### src/rtl/ias_alp_pkg.sv
package ias_alp_pkg;

    typedef enum logic [3:0] {
        PH_COUNT_HI = 4'd0,
        PH_COUNT_LO = 4'd1,
        PH_OBJ_HI   = 4'd2,
        PH_OBJ_LO   = 4'd3,
        PH_TYPE     = 4'd4,
        PH_LEN_HI   = 4'd5,
        PH_CHARSET  = 4'd6,
        PH_LEN_LO   = 4'd7,
        PH_PAYLOAD  = 4'd8,
        PH_IDLE     = 4'd9,
        PH_HALT     = 4'd10
    } ias_phase_t;

    localparam logic [3:0] ROLE_COUNT_HI = 4'd0;
    localparam logic [3:0] ROLE_COUNT_LO = 4'd1;
    localparam logic [3:0] ROLE_OBJ_HI   = 4'd2;
    localparam logic [3:0] ROLE_OBJ_LO   = 4'd3;
    localparam logic [3:0] ROLE_TYPE     = 4'd4;
    localparam logic [3:0] ROLE_LEN_HI   = 4'd5;
    localparam logic [3:0] ROLE_CHARSET  = 4'd6;
    localparam logic [3:0] ROLE_LEN_LO   = 4'd7;
    localparam logic [3:0] ROLE_PAYLOAD  = 4'd8;
    localparam logic [3:0] ROLE_IGNORED  = 4'd9;

    localparam logic [1:0] VT_MISSING = 2'd0;
    localparam logic [1:0] VT_INTEGER = 2'd1;
    localparam logic [1:0] VT_OCTETS  = 2'd2;
    localparam logic [1:0] VT_STRING  = 2'd3;

    localparam logic [7:0] TYPE_CODE_MISSING = 8'd0;
    localparam logic [7:0] TYPE_CODE_INTEGER = 8'd1;
    localparam logic [7:0] TYPE_CODE_OCTETS  = 8'd2;
    localparam logic [7:0] TYPE_CODE_STRING  = 8'd3;

    localparam logic [1:0] ERR_NONE         = 2'd0;
    localparam logic [1:0] ERR_UNKNOWN_TYPE = 2'd1;
    localparam logic [1:0] ERR_OCTET_LENGTH = 2'd2;

    localparam logic [15:0] INTEGER_LENGTH     = 16'd4;
    localparam logic [15:0] OCTET_LIMIT_RESET  = 16'd1024;
    localparam logic        REG_OCTET_LIMIT    = 1'b0;

    typedef struct packed {
        logic [3:0]  byte_role;
        logic [15:0] element_index;
        logic [1:0]  value_type;
        logic [15:0] object_id;
        logic [7:0]  payload_byte;
        logic [15:0] payload_length;
        logic [7:0]  charset;
        logic [31:0] integer_value;
        logic        element_done;
        logic        list_done;
        logic [1:0]  error_code;
    } ias_result_t;

endpackage

### src/rtl/ias_alp_if.sv
interface ias_byte_if;
    logic       valid;
    logic       ready;
    logic       frame_start;
    logic [7:0] data_byte;

    modport source (output valid, output frame_start, output data_byte, input ready);
    modport sink   (input valid, input frame_start, input data_byte, output ready);
endinterface

interface ias_result_if;
    logic        valid;
    logic        ready;
    logic [3:0]  byte_role;
    logic [15:0] element_index;
    logic [1:0]  value_type;
    logic [15:0] object_id;
    logic [7:0]  payload_byte;
    logic [15:0] payload_length;
    logic [7:0]  charset;
    logic [31:0] integer_value;
    logic        element_done;
    logic        list_done;
    logic [1:0]  error_code;

    modport source (
        output valid, output byte_role, output element_index, output value_type,
        output object_id, output payload_byte, output payload_length, output charset,
        output integer_value, output element_done, output list_done, output error_code,
        input ready
    );
    modport sink (
        input valid, input byte_role, input element_index, input value_type,
        input object_id, input payload_byte, input payload_length, input charset,
        input integer_value, input element_done, input list_done, input error_code,
        output ready
    );
    modport monitor (
        input valid, input byte_role, input element_index, input value_type,
        input object_id, input payload_byte, input payload_length, input charset,
        input integer_value, input element_done, input list_done, input error_code,
        input ready
    );
endinterface

### src/rtl/ias_alp_cfg.sv
module ias_alp_cfg
    import ias_alp_pkg::*;
(
    input  logic        clk,
    input  logic        rst_n,
    input  logic        psel,
    input  logic        penable,
    input  logic        pwrite,
    input  logic [2:0]  paddr,
    input  logic [31:0] pwdata,
    output logic [31:0] prdata,
    output logic        pready,
    output logic [15:0] octet_length_limit
);

    logic [15:0] limit_reg;
    logic        wr_en;

    // Bit 2 of the byte address is the register index; only index zero exists.
    assign wr_en  = psel && penable && pwrite && (paddr[2] == REG_OCTET_LIMIT);
    assign pready = 1'b1;

    always_ff @(posedge clk or negedge rst_n)
    begin
        if (!rst_n)
        begin
            limit_reg <= OCTET_LIMIT_RESET;
        end
        else if (wr_en)
        begin
            limit_reg <= pwdata[15:0];
        end
    end

    assign prdata = (paddr[2] == REG_OCTET_LIMIT) ? {16'd0, limit_reg} : 32'd0;
    assign octet_length_limit = limit_reg;

endmodule

### src/rtl/ias_alp_core.sv
module ias_alp_core
    import ias_alp_pkg::*;
(
    input  logic        clk,
    input  logic        rst_n,
    input  logic        accept,
    input  logic        frame_start,
    input  logic [7:0]  data_byte,
    input  logic [15:0] octet_length_limit,
    output ias_result_t result
);

    ias_phase_t  phase_reg, phase_eff, phase_next;
    logic [15:0] elements_left_reg, elements_left_eff, elements_left_next;
    logic [15:0] element_counter_reg, element_counter_eff, element_counter_next;
    logic [15:0] bytes_left_reg, bytes_left_eff, bytes_left_next;
    logic [1:0]  type_reg, type_eff, type_next;
    logic [15:0] object_reg, object_eff, object_next;
    logic [15:0] length_reg, length_eff, length_next;
    logic [7:0]  charset_reg, charset_eff, charset_next;
    logic [31:0] integer_reg, integer_eff, integer_next;
    logic [1:0]  error_reg, error_eff, error_next;

    always_comb
    begin
        logic [3:0]  role;
        logic [7:0]  pbyte;
        logic        edone;
        logic        ldone;
        logic        finish;
        logic [15:0] len_full;

        // A frame start throws away whatever the parser was doing.
        phase_eff           = frame_start ? PH_COUNT_HI : phase_reg;
        elements_left_eff   = frame_start ? 16'd0 : elements_left_reg;
        element_counter_eff = frame_start ? 16'd0 : element_counter_reg;
        bytes_left_eff      = frame_start ? 16'd0 : bytes_left_reg;
        type_eff            = frame_start ? VT_MISSING : type_reg;
        object_eff          = frame_start ? 16'd0 : object_reg;
        length_eff          = frame_start ? 16'd0 : length_reg;
        charset_eff         = frame_start ? 8'd0 : charset_reg;
        integer_eff         = frame_start ? 32'd0 : integer_reg;
        error_eff           = frame_start ? ERR_NONE : error_reg;

        phase_next           = phase_eff;
        elements_left_next   = elements_left_eff;
        element_counter_next = element_counter_eff;
        bytes_left_next      = bytes_left_eff;
        type_next            = type_eff;
        object_next          = object_eff;
        length_next          = length_eff;
        charset_next         = charset_eff;
        integer_next         = integer_eff;
        error_next           = error_eff;

        role     = ROLE_IGNORED;
        pbyte    = 8'd0;
        edone    = 1'b0;
        ldone    = 1'b0;
        finish   = 1'b0;
        len_full = {length_eff[15:8], data_byte};

        unique case (phase_eff)
            PH_COUNT_HI:
            begin
                role               = ROLE_COUNT_HI;
                elements_left_next = {data_byte, 8'd0};
                phase_next         = PH_COUNT_LO;
            end
            PH_COUNT_LO:
            begin
                role               = ROLE_COUNT_LO;
                elements_left_next = {elements_left_eff[15:8], data_byte};
                if ({elements_left_eff[15:8], data_byte} == 16'd0)
                begin
                    ldone      = 1'b1;
                    phase_next = PH_IDLE;
                end
                else
                begin
                    phase_next = PH_OBJ_HI;
                end
            end
            PH_OBJ_HI:
            begin
                role            = ROLE_OBJ_HI;
                type_next       = VT_MISSING;
                length_next     = 16'd0;
                charset_next    = 8'd0;
                integer_next    = 32'd0;
                bytes_left_next = 16'd0;
                object_next     = {data_byte, 8'd0};
                phase_next      = PH_OBJ_LO;
            end
            PH_OBJ_LO:
            begin
                role        = ROLE_OBJ_LO;
                object_next = {object_eff[15:8], data_byte};
                phase_next  = PH_TYPE;
            end
            PH_TYPE:
            begin
                role = ROLE_TYPE;
                unique case (data_byte)
                    TYPE_CODE_MISSING:
                    begin
                        type_next = VT_MISSING;
                        finish    = 1'b1;
                    end
                    TYPE_CODE_INTEGER:
                    begin
                        type_next       = VT_INTEGER;
                        length_next     = INTEGER_LENGTH;
                        bytes_left_next = INTEGER_LENGTH;
                        phase_next      = PH_PAYLOAD;
                    end
                    TYPE_CODE_OCTETS:
                    begin
                        type_next  = VT_OCTETS;
                        phase_next = PH_LEN_HI;
                    end
                    TYPE_CODE_STRING:
                    begin
                        type_next  = VT_STRING;
                        phase_next = PH_CHARSET;
                    end
                    default:
                    begin
                        error_next = ERR_UNKNOWN_TYPE;
                        phase_next = PH_HALT;
                    end
                endcase
            end
            PH_LEN_HI:
            begin
                role        = ROLE_LEN_HI;
                length_next = {data_byte, 8'd0};
                phase_next  = PH_LEN_LO;
            end
            PH_CHARSET:
            begin
                role         = ROLE_CHARSET;
                charset_next = data_byte;
                phase_next   = PH_LEN_LO;
            end
            PH_LEN_LO:
            begin
                role = ROLE_LEN_LO;
                if (type_eff == VT_OCTETS)
                begin
                    length_next = len_full;
                end
                else
                begin
                    length_next = {8'd0, data_byte};
                end
                if ((type_eff == VT_OCTETS) && (len_full > octet_length_limit))
                begin
                    error_next = ERR_OCTET_LENGTH;
                    phase_next = PH_HALT;
                end
                else
                begin
                    bytes_left_next = length_next;
                    if (length_next == 16'd0)
                    begin
                        finish = 1'b1;
                    end
                    else
                    begin
                        phase_next = PH_PAYLOAD;
                    end
                end
            end
            PH_PAYLOAD:
            begin
                role  = ROLE_PAYLOAD;
                pbyte = data_byte;
                if (type_eff == VT_INTEGER)
                begin
                    integer_next = {integer_eff[23:0], data_byte};
                end
                if (bytes_left_eff != 16'd0)
                begin
                    bytes_left_next = bytes_left_eff - 16'd1;
                end
                if (bytes_left_next == 16'd0)
                begin
                    finish = 1'b1;
                end
            end
            default:
            begin
                role = ROLE_IGNORED;
            end
        endcase

        if (finish)
        begin
            edone                = 1'b1;
            element_counter_next = element_counter_eff + 16'd1;
            elements_left_next   = elements_left_next - 16'd1;
            if (elements_left_next == 16'd0)
            begin
                ldone      = 1'b1;
                phase_next = PH_IDLE;
            end
            else
            begin
                phase_next = PH_OBJ_HI;
            end
        end

        // After the list or after an error every field reads zero but the error and the byte role, which reads ignored.
        if ((phase_eff == PH_IDLE) || (phase_eff == PH_HALT))
        begin
            result = '0;
            result.byte_role = ROLE_IGNORED;
        end
        else
        begin
            result.byte_role      = role;
            result.element_index  = element_counter_eff;
            result.value_type     = type_next;
            result.object_id      = object_next;
            result.payload_byte   = pbyte;
            result.payload_length = length_next;
            result.charset        = charset_next;
            result.integer_value  = integer_next;
            result.element_done   = edone;
            result.list_done      = ldone;
            result.error_code     = ERR_NONE;
        end
        result.error_code = error_next;
    end

    always_ff @(posedge clk or negedge rst_n)
    begin
        if (!rst_n)
        begin
            phase_reg           <= PH_COUNT_HI;
            elements_left_reg   <= 16'd0;
            element_counter_reg <= 16'd0;
            bytes_left_reg      <= 16'd0;
            type_reg            <= VT_MISSING;
            object_reg          <= 16'd0;
            length_reg          <= 16'd0;
            charset_reg         <= 8'd0;
            integer_reg         <= 32'd0;
            error_reg           <= ERR_NONE;
        end
        else if (accept)
        begin
            phase_reg           <= phase_next;
            elements_left_reg   <= elements_left_next;
            element_counter_reg <= element_counter_next;
            bytes_left_reg      <= bytes_left_next;
            type_reg            <= type_next;
            object_reg          <= object_next;
            length_reg          <= length_next;
            charset_reg         <= charset_next;
            integer_reg         <= integer_next;
            error_reg           <= error_next;
        end
    end

endmodule

### src/rtl/ias_alp_outbuf.sv
module ias_alp_outbuf
    import ias_alp_pkg::*;
(
    input  logic        clk,
    input  logic        rst_n,
    input  logic        push,
    input  ias_result_t push_data,
    output logic        can_push,
    output logic        out_valid,
    input  logic        out_ready,
    output ias_result_t out_data
);

    ias_result_t main_data_reg;
    ias_result_t skid_data_reg;
    logic        main_valid_reg;
    logic        skid_valid_reg;
    logic        pop;

    assign pop      = main_valid_reg && out_ready;
    // The skid slot catches a word that arrives while the output is stalled.
    assign can_push = !skid_valid_reg;

    always_ff @(posedge clk or negedge rst_n)
    begin
        if (!rst_n)
        begin
            main_valid_reg <= 1'b0;
            skid_valid_reg <= 1'b0;
        end
        else
        begin
            if (skid_valid_reg)
            begin
                if (pop)
                begin
                    skid_valid_reg <= 1'b0;
                end
            end
            else if (push)
            begin
                if (main_valid_reg && !pop)
                begin
                    skid_valid_reg <= 1'b1;
                end
                else
                begin
                    main_valid_reg <= 1'b1;
                end
            end
            else if (pop)
            begin
                main_valid_reg <= 1'b0;
            end
        end
    end

    always_ff @(posedge clk)
    begin
        if (skid_valid_reg)
        begin
            if (pop)
            begin
                main_data_reg <= skid_data_reg;
            end
        end
        else if (push)
        begin
            if (main_valid_reg && !pop)
            begin
                skid_data_reg <= push_data;
            end
            else
            begin
                main_data_reg <= push_data;
            end
        end
    end

    assign out_valid = main_valid_reg;
    assign out_data  = main_data_reg;

endmodule

### src/rtl/ias_attribute_list_parser_top.sv
// IAS attribute value list parser. One byte word is taken per clock cycle
// while the output buffer has room, and each byte gives exactly one result word.
// The parse state is updated by a single pass of logic per byte, so the rate
// is one word per cycle for as long as the result side keeps taking words; a
// two-word output buffer lets one further byte in while a result is stalled.
// Raising frame_start on a byte restarts parsing with that byte as the count
// high byte. An unknown value type, or an octet sequence length above the
// octet_length_limit register (byte address 0, reset 1024), sets error_code
// and every following byte is reported as ignored until the next frame start.
// The limit register should be written only while no bytes are in flight.
module ias_attribute_list_parser_top
    import ias_alp_pkg::*;
(
    input  logic        clk,
    input  logic        rst_n,
    input  logic        psel,
    input  logic        penable,
    input  logic        pwrite,
    input  logic [2:0]  paddr,
    input  logic [31:0] pwdata,
    output logic [31:0] prdata,
    output logic        pready,
    ias_byte_if.sink    byte_in,
    ias_result_if.source result_out
);

    logic [15:0] octet_length_limit;
    logic        accept;
    logic        can_push;
    ias_result_t core_result;
    ias_result_t out_data;

    assign byte_in.ready = can_push;
    assign accept        = byte_in.valid && can_push;

    ias_alp_cfg u_cfg (
        .clk                (clk),
        .rst_n              (rst_n),
        .psel               (psel),
        .penable            (penable),
        .pwrite             (pwrite),
        .paddr              (paddr),
        .pwdata             (pwdata),
        .prdata             (prdata),
        .pready             (pready),
        .octet_length_limit (octet_length_limit)
    );

    ias_alp_core u_core (
        .clk                (clk),
        .rst_n              (rst_n),
        .accept             (accept),
        .frame_start        (byte_in.frame_start),
        .data_byte          (byte_in.data_byte),
        .octet_length_limit (octet_length_limit),
        .result             (core_result)
    );

    ias_alp_outbuf u_outbuf (
        .clk       (clk),
        .rst_n     (rst_n),
        .push      (accept),
        .push_data (core_result),
        .can_push  (can_push),
        .out_valid (result_out.valid),
        .out_ready (result_out.ready),
        .out_data  (out_data)
    );

    assign result_out.byte_role      = out_data.byte_role;
    assign result_out.element_index  = out_data.element_index;
    assign result_out.value_type     = out_data.value_type;
    assign result_out.object_id      = out_data.object_id;
    assign result_out.payload_byte   = out_data.payload_byte;
    assign result_out.payload_length = out_data.payload_length;
    assign result_out.charset        = out_data.charset;
    assign result_out.integer_value  = out_data.integer_value;
    assign result_out.element_done   = out_data.element_done;
    assign result_out.list_done      = out_data.list_done;
    assign result_out.error_code     = out_data.error_code;

endmodule

### src/flat_wrapper.sv
// flat-port wrapper written by rule: the top's interface ports become plain ports
module ias_attribute_list_parser_top_flat import ias_alp_pkg::*;
  (clk, rst_n, psel, penable, pwrite, paddr, pwdata, prdata, pready, byte_in_valid, byte_in_frame_start, byte_in_data_byte, byte_in_ready, result_out_valid, result_out_byte_role, result_out_element_index, result_out_value_type, result_out_object_id, result_out_payload_byte, result_out_payload_length, result_out_charset, result_out_integer_value, result_out_element_done, result_out_list_done, result_out_error_code, result_out_ready);
  ias_byte_if byte_in_i ();
  ias_result_if result_out_i ();
  input  logic clk;
  input  logic rst_n;
  input  logic psel;
  input  logic penable;
  input  logic pwrite;
  input  logic [2:0] paddr;
  input  logic [31:0] pwdata;
  output logic [31:0] prdata;
  output logic pready;
  input wire logic [$bits(byte_in_i.valid)-1:0] byte_in_valid;
  input wire logic [$bits(byte_in_i.frame_start)-1:0] byte_in_frame_start;
  input wire logic [$bits(byte_in_i.data_byte)-1:0] byte_in_data_byte;
  output wire logic [$bits(byte_in_i.ready)-1:0] byte_in_ready;
  output wire logic [$bits(result_out_i.valid)-1:0] result_out_valid;
  output wire logic [$bits(result_out_i.byte_role)-1:0] result_out_byte_role;
  output wire logic [$bits(result_out_i.element_index)-1:0] result_out_element_index;
  output wire logic [$bits(result_out_i.value_type)-1:0] result_out_value_type;
  output wire logic [$bits(result_out_i.object_id)-1:0] result_out_object_id;
  output wire logic [$bits(result_out_i.payload_byte)-1:0] result_out_payload_byte;
  output wire logic [$bits(result_out_i.payload_length)-1:0] result_out_payload_length;
  output wire logic [$bits(result_out_i.charset)-1:0] result_out_charset;
  output wire logic [$bits(result_out_i.integer_value)-1:0] result_out_integer_value;
  output wire logic [$bits(result_out_i.element_done)-1:0] result_out_element_done;
  output wire logic [$bits(result_out_i.list_done)-1:0] result_out_list_done;
  output wire logic [$bits(result_out_i.error_code)-1:0] result_out_error_code;
  input wire logic [$bits(result_out_i.ready)-1:0] result_out_ready;
  assign byte_in_i.valid = byte_in_valid;
  assign byte_in_i.frame_start = byte_in_frame_start;
  assign byte_in_i.data_byte = byte_in_data_byte;
  assign byte_in_ready = byte_in_i.ready;
  assign result_out_valid = result_out_i.valid;
  assign result_out_byte_role = result_out_i.byte_role;
  assign result_out_element_index = result_out_i.element_index;
  assign result_out_value_type = result_out_i.value_type;
  assign result_out_object_id = result_out_i.object_id;
  assign result_out_payload_byte = result_out_i.payload_byte;
  assign result_out_payload_length = result_out_i.payload_length;
  assign result_out_charset = result_out_i.charset;
  assign result_out_integer_value = result_out_i.integer_value;
  assign result_out_element_done = result_out_i.element_done;
  assign result_out_list_done = result_out_i.list_done;
  assign result_out_error_code = result_out_i.error_code;
  assign result_out_i.ready = result_out_ready;
  ias_attribute_list_parser_top u_core (.clk(clk), .rst_n(rst_n), .psel(psel), .penable(penable), .pwrite(pwrite), .paddr(paddr), .pwdata(pwdata), .prdata(prdata), .pready(pready), .byte_in(byte_in_i), .result_out(result_out_i));
endmodule
### config.mk
export PLATFORM = sky130hd
export DESIGN_NAME = ias_attribute_list_parser_top_flat
export DESIGN_NICKNAME = d
export VERILOG_FILES = /design/src/rtl/ias_alp_pkg.sv /design/src/rtl/ias_alp_if.sv /design/src/rtl/ias_alp_cfg.sv /design/src/rtl/ias_alp_core.sv /design/src/rtl/ias_alp_outbuf.sv /design/src/rtl/ias_attribute_list_parser_top.sv /design/src/flat_wrapper.sv
export SDC_FILE = /design/constraint.sdc
export NUM_CORES = 1
export LEC_CHECK = 0
export BUFFER_PORTS_ARGS = -buffer_cell sky130_fd_sc_hd__clkbuf_2
export CAP_MARGIN = 20
export CORE_UTILIZATION = 35
export CTS_CLUSTER_DIAMETER = 50
export CTS_CLUSTER_SIZE = 8
export DETAILED_ROUTE_END_ITERATION = 12
export SLEW_MARGIN = 20
export SYNTH_ARGS = -nofsm -noshare
export SYNTH_HDL_FRONTEND = slang
export SYNTH_SLANG_ARGS = --single-unit
### constraint.sdc
create_clock -name clk -period 20.5 [get_ports clk]
set_clock_uncertainty 0.05 [all_clocks]
set_input_delay 2.05 -clock clk [delete_from_list [all_inputs] [get_ports clk]]
set_output_delay 2.05 -clock clk [all_outputs]
set_load 0.03 [all_outputs]
After elaboration in Yosys (flattened, before gate mapping)
Index checks and enable logic that the tools add are counted.

cells by class
  add/subtract/negate cells = 3
  multiply operators = 0
  divide/modulo/power cells = 0
  $lt $le $gt $ge = 1
  eq/ne operators = 18
  shift operators = 0
  multiplexer cells = 63
  bitwise logic cells = 2
  reductions and logical operators = 24

operators with widths
  kind                                                 number
  two-way mux 106 bit                                  5
  two-way mux 16 bit                                   15
  case mux 16 bit (4 select lines)                     2
  zero test 16 bit                                     4
  two-way mux 32 bit                                   2
  case mux 16 bit (2 select lines)                     2
  case mux 32 bit (2 select lines)                     1
  case mux 4 bit (9 select lines)                      1
  subtractor 16 x 1 -> 16 bit (second input constant)  2
  case mux 4 bit (7 select lines)                      1
  two-way mux 4 bit                                    6
  adder 16 x 1 -> 16 bit (second input constant)       1
  == test 4 x 3 -> 1 bit (second input constant)       4
  == test 8 x 2 -> 1 bit (second input constant)       2
  > comparator 16 bit                                  1
  two-way mux 1 bit                                    16
  two-way mux 8 bit                                    2
  case mux 4 bit (4 select lines)                      1
  case mux 8 bit (2 select lines)                      1
  nonzero test 16 bit                                  1
  == test 4 bit (second input constant)                3
  AND reduction 3 bit                                  3
  == test 4 x 2 -> 1 bit (second input constant)       2
  == test 8 x 1 -> 1 bit (second input constant)       1
  18 further kinds                                     32

word-level totals
  register bits = 358
  latch bits = 0
  bits in writable memories = 0
  bits in read-only memories = 0
  bits of input ports = 51
  output and inout bits = 141
  logic and storage cells = 146
  memories = 0

Longest topological paths before layout
Gate-level depths: netlist of the first run.

  depth after elaboration = 13
  depth in mapped cells = 19
  gate-level depth less buffers = 12

By module
Synthesis of the first run repeated with hierarchy kept, for this count alone.

unflattened totals
  cell total of the unflattened synthesis = 1626
  area, all modules = 18557.8 µm²

modules (own cells, without submodules)
  module                         instances  cells an instance  area each (µm²)  seq. area each (µm²)
  ias_alp_core                   1          1214               9872.0           3203.1
  ias_alp_outbuf                 1          341                7778.7           6416.2
  ias_alp_cfg                    1          70                 900.9            401.6
  ias_attribute_list_parser_top  1          1                  6.3              0.0

Worst setup path before layout of the first run
Ideal clock, no wire load.

  path type = input to register
  from = input port byte_in_valid
  to = register u_core.u_outbuf.main_data_reg (netlist bit u_core.u_outbuf.out_data[0]), enable pin
  library setup time = 606 ps
  arrival = 8283 ps
  required time = 19844 ps
  slack = 11561 ps
  stages on the path = 6
  buffers on the path = 3
  cells stage by stage = nor2b_1 > clkbuf_1 > clkbuf_1 > clkbuf_1 > a21oi_1 > a21oi_1

on the way
  word-level cells in the longest chain between the ends = 3

ends and longest elaborated chain
  element                        line                                 RTL
  from (decl)                    flat_wrapper.sv:15                   input wire logic [$bits(byte_in_i.valid)-1:0] byte_in_valid;
  logical AND 1 bit              ias_attribute_list_parser_top.sv:34  assign accept = byte_in.valid && can_push;
  nonzero test 2 bit (no line)   -
  AND reduction 3 bit (no line)  -
  to (signal assigned)           ias_alp_outbuf.sv:64                 main_data_reg <= skid_data_reg;
  to (signal assigned)           ias_alp_outbuf.sv:75                 main_data_reg <= push_data;
  to (decl)                      ias_alp_outbuf.sv:14                 ias_result_t main_data_reg;

No other way between the ends.
A chain may end at the register's enable or synchronous reset.

Final worst setup path of the first run
  from = input port byte_in_frame_start
  to = register u_core.u_core.elements_left_reg[12]

on the way
  word-level cells in the longest chain between the ends = 9
  elaborated cells between the ends (all ways) = 28
  those cells by class = 2 x add/sub; 1 x order compare; 5 x eq/ne; 15 x mux; 5 x reduce/logical

ends and longest elaborated chain
  element                                                                              line                 RTL
  from (decl)                                                                          flat_wrapper.sv:16   input wire logic [$bits(byte_in_i.frame_start)-1:0] byte_in_frame_start;
  parallel branches: the longest is 8 deep, another holds subtractor 16 x 1 -> 16 bit  -
  two-way mux 16 bit (*)                                                               ias_alp_core.sv:198  if (finish)
  to (signal assigned)                                                                 ias_alp_core.sv:255  elements_left_reg <= elements_left_next;
  to (decl)                                                                            ias_alp_core.sv:14   logic [15:0] elements_left_reg, elements_left_eff, elements_left_next;

Mark *: on every way between the ends. The select of a mux whose other input is x is not followed.

==> flow_summary.yaml, run 1 <==
finish:
  ff_latch_area_um2: 10000
  fillers: 4795
  multi_input_area_um2: 7390
  antenna_cells: 0
  final_cell_mix: "edfxtp_1 (212), nand2_1 (172), nor2_1 (156)"
  nets: 1878
  drive_gt1_frac: 0.187
  syn_to_final_growth_pct: 16.7
  final_cells: 2524
  mostFrequentLayoutCell: "edfxtp_1"
die:
  die_height_um: 229
  coreArea_um2: 50600
  die_w_um: 229
  die_area_um2: 52600
  start_util: 0.358
  io_pins: 192
  fp-row-count: 82
setup_path:
  crit_type: "input pin to flip-flop"
  start_kind: "input pin"
  endpoint_kind: "flip-flop"
  crit_chain: "buf_4 > buf_4 > nor2b_1 > ha_1 > nand4_1 > nor4_1 > a21boi_0 > nand3b_1 > nand2_1 > buf_4 > a21oi_1 > buf_4 > and2_4 > clkinv_2 > a221oi_1 > a211oi_1"
  worstRegToRegCells: 12
  path_max_fanout: 61
  slowest_stage: "buf_4"
  cp_num_cells: 16
  worstPathArrival_ps: 5950
  critical_path_required_ps: 20880
  critPathMaxStageDelay_ps: 560
  cp_num_buf_inv: 5
  path_delay_family: "buffers and inverters"
  crit_path_frequent_cell: "buf_4"
timing:
  setup_tns_ps: 0
  fmaxAchievable_ghz: 0.179
  hold_viol: 0
  relSlewSlack: 0.267
  setup_viol: 0
  tightestPinTransition_ps: 1090
  fin_crit_sh: 0.272
  maxSlewViolCount: 0
  period_needed_ps: 5570
  rsz0062_at_grt: "false"
placement:
  portBuffers: 156
  routabilityCongestion: 0.902
  dp.cells: 2420
  hpwlAfterDp_um: 31200
clock_tree:
  post_cts_resized: 0
  cts_setup_buffers: 0
  clk_pin_slew_worst_paths_ps: 50
  cts-root-buf: "clkbuf_16"
  htreeDepth: 2
  ctsHoldBuffers: 0
  cts_tree: "done"
  clock_sinks: 358
  clk_path_buf_depth: 3
  clk_latency_ps: 610
  numCtsBuffers: 56
routing:
  route.detailed.drc: 0
  dr.pass1.iters: 5
  drtIter0Drc: 1110
  wl_um: 49500
  final_antenna_net_count: 0
  wl_per_cell_um: 19.6
  vias: 14000
  viasPerCell: 5.56
synthesis:
  yosysSeqAreaShare: 0.554
  syn_area_um2: 18100
  yosys_warnings: 0
  synthFlopType: "edfxtp_1"
  synth_simple_gate_area_frac: 0.145
  synth_top_family_by_area: "compound AO/OA/AOI/OAI gates"
  synth_fa_ha_area_frac: 0.0145
  synth_edf_count: 212
  ys_types: 83
  synth_compound_area_frac: 0.198
  netlist_instances: 1700
  synth_area_per_cell_um2: 10.6
  async_flop_share: 0.408
  synth.mux.area_fraction: 0.0335
  synth_xor_area_frac: 0.0102
  ys_seq_elements: 358
power_and_ir_drop:
  irDropWorstVdd_mv: 0.0690
  power.density_nw_per_um2: 141
  power.leakage_nw: 8.39
grt:
  grt_usage: 0.186
  grt-ovfl-total: 0
  grt_pass1_wl_um: 78100
  antenna_found_initial: 0
  grt_pass1_vias: 13600
  grt_max_degree: 77
hold_path:
  hp-class: "flip-flop to flip-flop"
  min_path_cells: 1
outcome:
  status: "completed"
job:
  maxCapViolations: 0
path summary, 6_finish.rpt:
kind | to | slack (ps) | start
max in group asynchronous | u_core.u_core.elements_left_reg[15]$_DFFE_PN0P_ | 17320 | rst_n
setup / recovery | u_core.u_core.elements_left_reg[12]$_DFFE_PN0P_ | 14930 | byte_in_frame_start
hold reg to reg | u_core.u_core.object_reg[15]$_DFFE_PN0P_ | 440 | u_core.u_core.object_reg[15]$_DFFE_PN0P_
min in group asynchronous | u_core.u_core.length_reg[15]$_DFFE_PN0P_ | 1380 | rst_n
setup reg to reg | u_core.u_outbuf.out_data[2]$_DFFE_PP_ | 16500 | u_core.u_core.phase_reg[1]$_DFFE_PN0P_
hold / removal | u_core.u_core.object_reg[15]$_DFFE_PN0P_ | 440 | u_core.u_core.object_reg[15]$_DFFE_PN0P_
metrics by stage:
step | worst slack, ps | util | hold slack [ps] | power [mW] | instance area (um2)
floorplan | 11560 | - | 396 | 1.85 | 18200
global route | 14550 | 0.417 | 458 | 3.13 | 21100
CTS | 14940 | 0.417 | 441 | 3.00 | 21100
finish | 14930 | 0.417 | 438 | 2.98 | 21100
global placement | 14340 | 0.384 | 417 | 2.11 | 19400
detailed placement | 14340 | 0.384 | 423 | 2.13 | 19400
report_power, final:
group          internal (mW)  total [mW]  switching (mW)
sequential             0.994        1.13           0.137
clock                  0.533       0.865           0.332
combinational          0.293       0.984           0.690
total                   1.82        2.98            1.16
layout make-up:
| class | instances | area share |
|---|---|---|
| repair buffers | 187 | 0.0484 |
| well taps | 672 | 0.0398 |
| clock buffers | 88 | 0.0721 |
| inverters | 37 | 0.00664 |
| flip-flops and latches | 358 | 0.475 |
| clock inverters | 16 | 0.00841 |
| multi-input cells | 1166 | 0.350 |
metal layers:
metal | global-route usage | wire length [um] | part of all wire | vias up
li1 | - | - | - | 6571
met1 | 0.257 | 22400 | 0.45 | 6885
met2 | 0.296 | 23100 | 0.47 | 506
met3 | 0.0326 | 2860 | 0.058 | 84
met4 | 0.0585 | 1130 | 0.023 | 0
met5 | 0 | 0 | 0 | -
cell usage after synthesis (all sizes together), types with 26 or more instances:
| master | count | share of area |
|---|---|---|
| dfrtp | 145 | 0.20 |
| nor2 | 158 | 0.033 |
| nand2 | 173 | 0.036 |
| and2 | 31 | 0.011 |
| a22oi | 70 | 0.029 |
| edfxtp | 212 | 0.35 |
| o31ai | 70 | 0.029 |
| a22o | 73 | 0.035 |
| nor3 | 33 | 0.0094 |
| clkbuf | 117 | 0.024 |
| a21oi | 102 | 0.028 |
| o21ai | 75 | 0.021 |
| mux2 | 52 | 0.032 |
| buf | 37 | 0.012 |
| nor4 | 26 | 0.012 |
| inv | 35 | 0.0073 |
logic make-up after synthesis:
family                   count (synthesis)
flip-flops                             358
AND/OR/NAND/NOR                        541
adder cells (fa/ha/maj)                 21
multiplexers                            54
other                                    2
AO/OA/AOI/OAI                          512
buffers and inverters                  191
XOR/XNOR                                21
(Power assumes the default switching activity.)
==> run 2, diff against run 1 <==
--- a/config.mk
+++ b/config.mk
@@ -5,6 +5,7 @@
 export SDC_FILE = /design/constraint.sdc
 export NUM_CORES = 1
 export LEC_CHECK = 0
+export ABC_AREA = 1
 export BUFFER_PORTS_ARGS = -buffer_cell sky130_fd_sc_hd__clkbuf_2
 export CAP_MARGIN = 20
 export CORE_UTILIZATION = 35
==> constraint.sdc (replaced) <==
create_clock -name clk -period 4.5 [get_ports clk]
set_clock_uncertainty 0.05 [all_clocks]
set_input_delay 0.45 -clock clk [delete_from_list [all_inputs] [get_ports clk]]
set_output_delay 0.45 -clock clk [all_outputs]
set_load 0.03 [all_outputs]
==> flow_summary.yaml, run 2 <==
routing:
  dr.pass1.iters: 5
  route.detailed.drc: 0
  final_antenna_net_count: 0
  drtIter0Drc: 1343
  vias: 15500
  viasPerCell: 4.95
  wl_per_cell_um: 16.1
  wl_um: 50500
job:
  maxCapViolations: 0
clock_tree:
  clk_path_buf_depth: 3
  clk_pin_slew_worst_paths_ps: 50
  ctsHoldBuffers: 1
  htreeDepth: 2
  clock_sinks: 358
  cts_setup_buffers: 0
  numCtsBuffers: 56
  post_cts_resized: 0
  cts_tree: "done"
  clk_latency_ps: 610
  cts-root-buf: "clkbuf_16"
finish:
  nets: 2463
  final_cell_mix: "nand2_1 (704), nor2_1 (255), edfxtp_1 (212)"
  multi_input_area_um2: 7150
  drive_gt1_frac: 0.138
  ff_latch_area_um2: 10000
  syn_to_final_growth_pct: 17.4
  mostFrequentLayoutCell: "nand2_1"
  fillers: 5240
  antenna_cells: 0
synthesis:
  synthFlopType: "edfxtp_1"
  ys_types: 51
  synth_fa_ha_area_frac: 0.0141
  yosysMostFrequentCell: "nand2_1"
  syn_area_um2: 18600
  synth.area.top_cells: "edfxtp_1 (34%), dfrtp_1 (20%), nand2_1 (14%)"
  synth.top_cells.by_count: "nand2_1 (705), nor2_1 (257), edfxtp_1 (212), inv_1 (212), nand3_1 (193)"
  synth_area_per_cell_um2: 8.28
  yosys_warnings: 0
  synth_top_area_share: 0.343
  synth.mux.area_fraction: 0
  synth_xor_area_frac: 0.00896
  ys_seq_elements: 358
  yosysSeqAreaShare: 0.539
  async_flop_share: 0.408
  synth_simple_gate_area_frac: 0.277
  synth_top_cell_by_area: "edfxtp_1"
  synth_edf_count: 212
  synth_top_family_by_area: "simple AND/OR/NAND/NOR gates"
  synth_compound_area_frac: 0.0800
  netlist_instances: 2244
setup_path:
  crit_chain: "nand2_2 > inv_2 > nor2_1 > nand2_1 > nor2_4 > nand2_2 > inv_1 > nor2_1 > nor2_1 > nand2_1 > inv_1 > nand3_1 > o21bai_2 > buf_12 > nand3_1 > xor2_1"
  path_max_fanout: 25
  cp-startpoint: "u_core.u_core.bytes_left_reg[6]$_DFFE_PN0P_"
  worstPathArrival_ps: 3800
  crit_type: "flip-flop to flip-flop"
  critPathMaxStageDelay_ps: 690
  reg2reg_from: "u_core.u_core.bytes_left_reg[6]$_DFFE_PN0P_"
  cp_num_buf_inv: 4
  slowest_stage: "o21bai_2"
  critical_path_required_ps: 4920
  start_kind: "flip-flop"
  crit_path_frequent_cell: "nor2_1"
  path_delay_family: "simple AND/OR/NAND/NOR gates"
  endpoint_kind: "flip-flop"
outcome:
  status: "completed"
placement:
  routabilityCongestion: 0.905
  hpwlAfterDp_um: 33600
  portBuffers: 156
power_and_ir_drop:
  irDropWorstVdd_mv: 0.270
  power.leakage_nw: 10.0
  power.density_nw_per_um2: 364
  finalPower_mw: 7.94
grt:
  grt_pass1_wl_um: 81000
  grt_max_degree: 105
  grt_pass1_vias: 15100
  grt_usage: 0.189
  antenna_found_initial: 1
  grt-ovfl-total: 0
timing:
  maxSlewViolCount: 0
  fin_crit_sh: 0.751
  relSlewSlack: 0.292
  hold_viol: 0
  setup_viol: 0
  setup_tns_ps: 0
  period_needed_ps: 3380
  tightestPinTransition_ps: 1060
  fmaxAchievable_ghz: 0.296
  rsz0062_at_grt: "false"
die:
  die_height_um: 232
  die_w_um: 232
  io_pins: 192
  fp-row-count: 84
  die_area_um2: 54000
  start_util: 0.354
  coreArea_um2: 52600
hold_path:
  hp-class: "input pin to flip-flop"
  hold_path.startpoint: "pwdata[5]"
[run 2: cell count changes after synthesis, moves of 26 or more]
cell / change
o31ai_1: -70
nand2_1: +532
inv_1: +177
mux2_2: -51
nand3_1: +172
nor2_1: +100
clkbuf_1: -55
o21ai_0: +83
and2_1: -26
a22o_1: -73
a22oi_1: -70
a21oi_1: -69
[run 2: final cells by class]
cell class | count | area share
Multi-Input combinational cell | 1551 | 0.328
Tap cell | 688 | 0.0395
Sequential cell | 358 | 0.460
Timing Repair Buffer | 197 | 0.0532
Clock buffer | 95 | 0.0728
Clock inverter | 11 | 0.00814
Inverter | 227 | 0.0392
[run 2: kinds of logic (layout without fill, tap and decap cells)]
family	Yosys count	count (layout)
adder cells (fa/ha/maj)	21	21
buffers and inverters	350	530
flip-flops	358	358
other	2	17
XOR/XNOR	19	19
AO/OA/AOI/OAI	263	263
AND/OR/NAND/NOR	1231	1231
[run 2: final timing paths]
| kind | endpoint | slack (ps) | depth (start not counted) |
|---|---|---|---|
| setup / recovery | u_core.u_core.element_counter_reg[11]$_DFFE_PN0P_ | 1120 | 16 |
| hold / removal | u_core.u_cfg.octet_length_limit[5]$_DFFE_PN0P_ | 50 | 3 |
| setup reg to reg | u_core.u_core.element_counter_reg[11]$_DFFE_PN0P_ | 1120 | 16 |
| hold reg to reg | u_core.u_core.elements_left_reg[0]$_DFFE_PN0P_ | 430 | 2 |
| max in group asynchronous | u_core.u_core.bytes_left_reg[13]$_DFFE_PN0P_ | 2930 | 3 |
| min in group asynchronous | u_core.u_core.elements_left_reg[3]$_DFFE_PN0P_ | 420 | 2 |
[run 2: where the power goes]
group | switching, mW | total (mW) | leakage [nW] | internal (mW)
logic | 0.292 | 0.397 | 5.39 | 0.104
clock network | 1.53 | 4.05 | 0.839 | 2.52
registers | 0.00690 | 3.49 | 3.82 | 3.49
[run 2: tightest hold or removal path, delay by kind of cell]
kind,cells,cell delay (ps)
AOI/OAI and AO/OA,1,40
buffers and inverters,1,80
and+or+nand+nor,1,90
[run 2: stage by stage]
stage,std cells,utilization,setup WS (ps),hold WS [ps],cell area [um2]
after floorplan,2259,-,311,104,18600
after CTS,3127,0.415,1150,9.70,21800
after global placement,3020,0.381,741,413,20000
after detailed placement,3020,0.381,679,415,20000
after global routing,3127,0.415,805,36.5,21800
final,3127,0.415,1120,45.2,21800
[run 2: per-layer routing]
metal	track usage	vias to the layer above	part of all wire
met2	0.309	457	0.46
met1	0.249	7361	0.45
met4	0.0641	0	0.028
li1	-	7570	-
met3	0.0359	93	0.063
met5	0	-	0
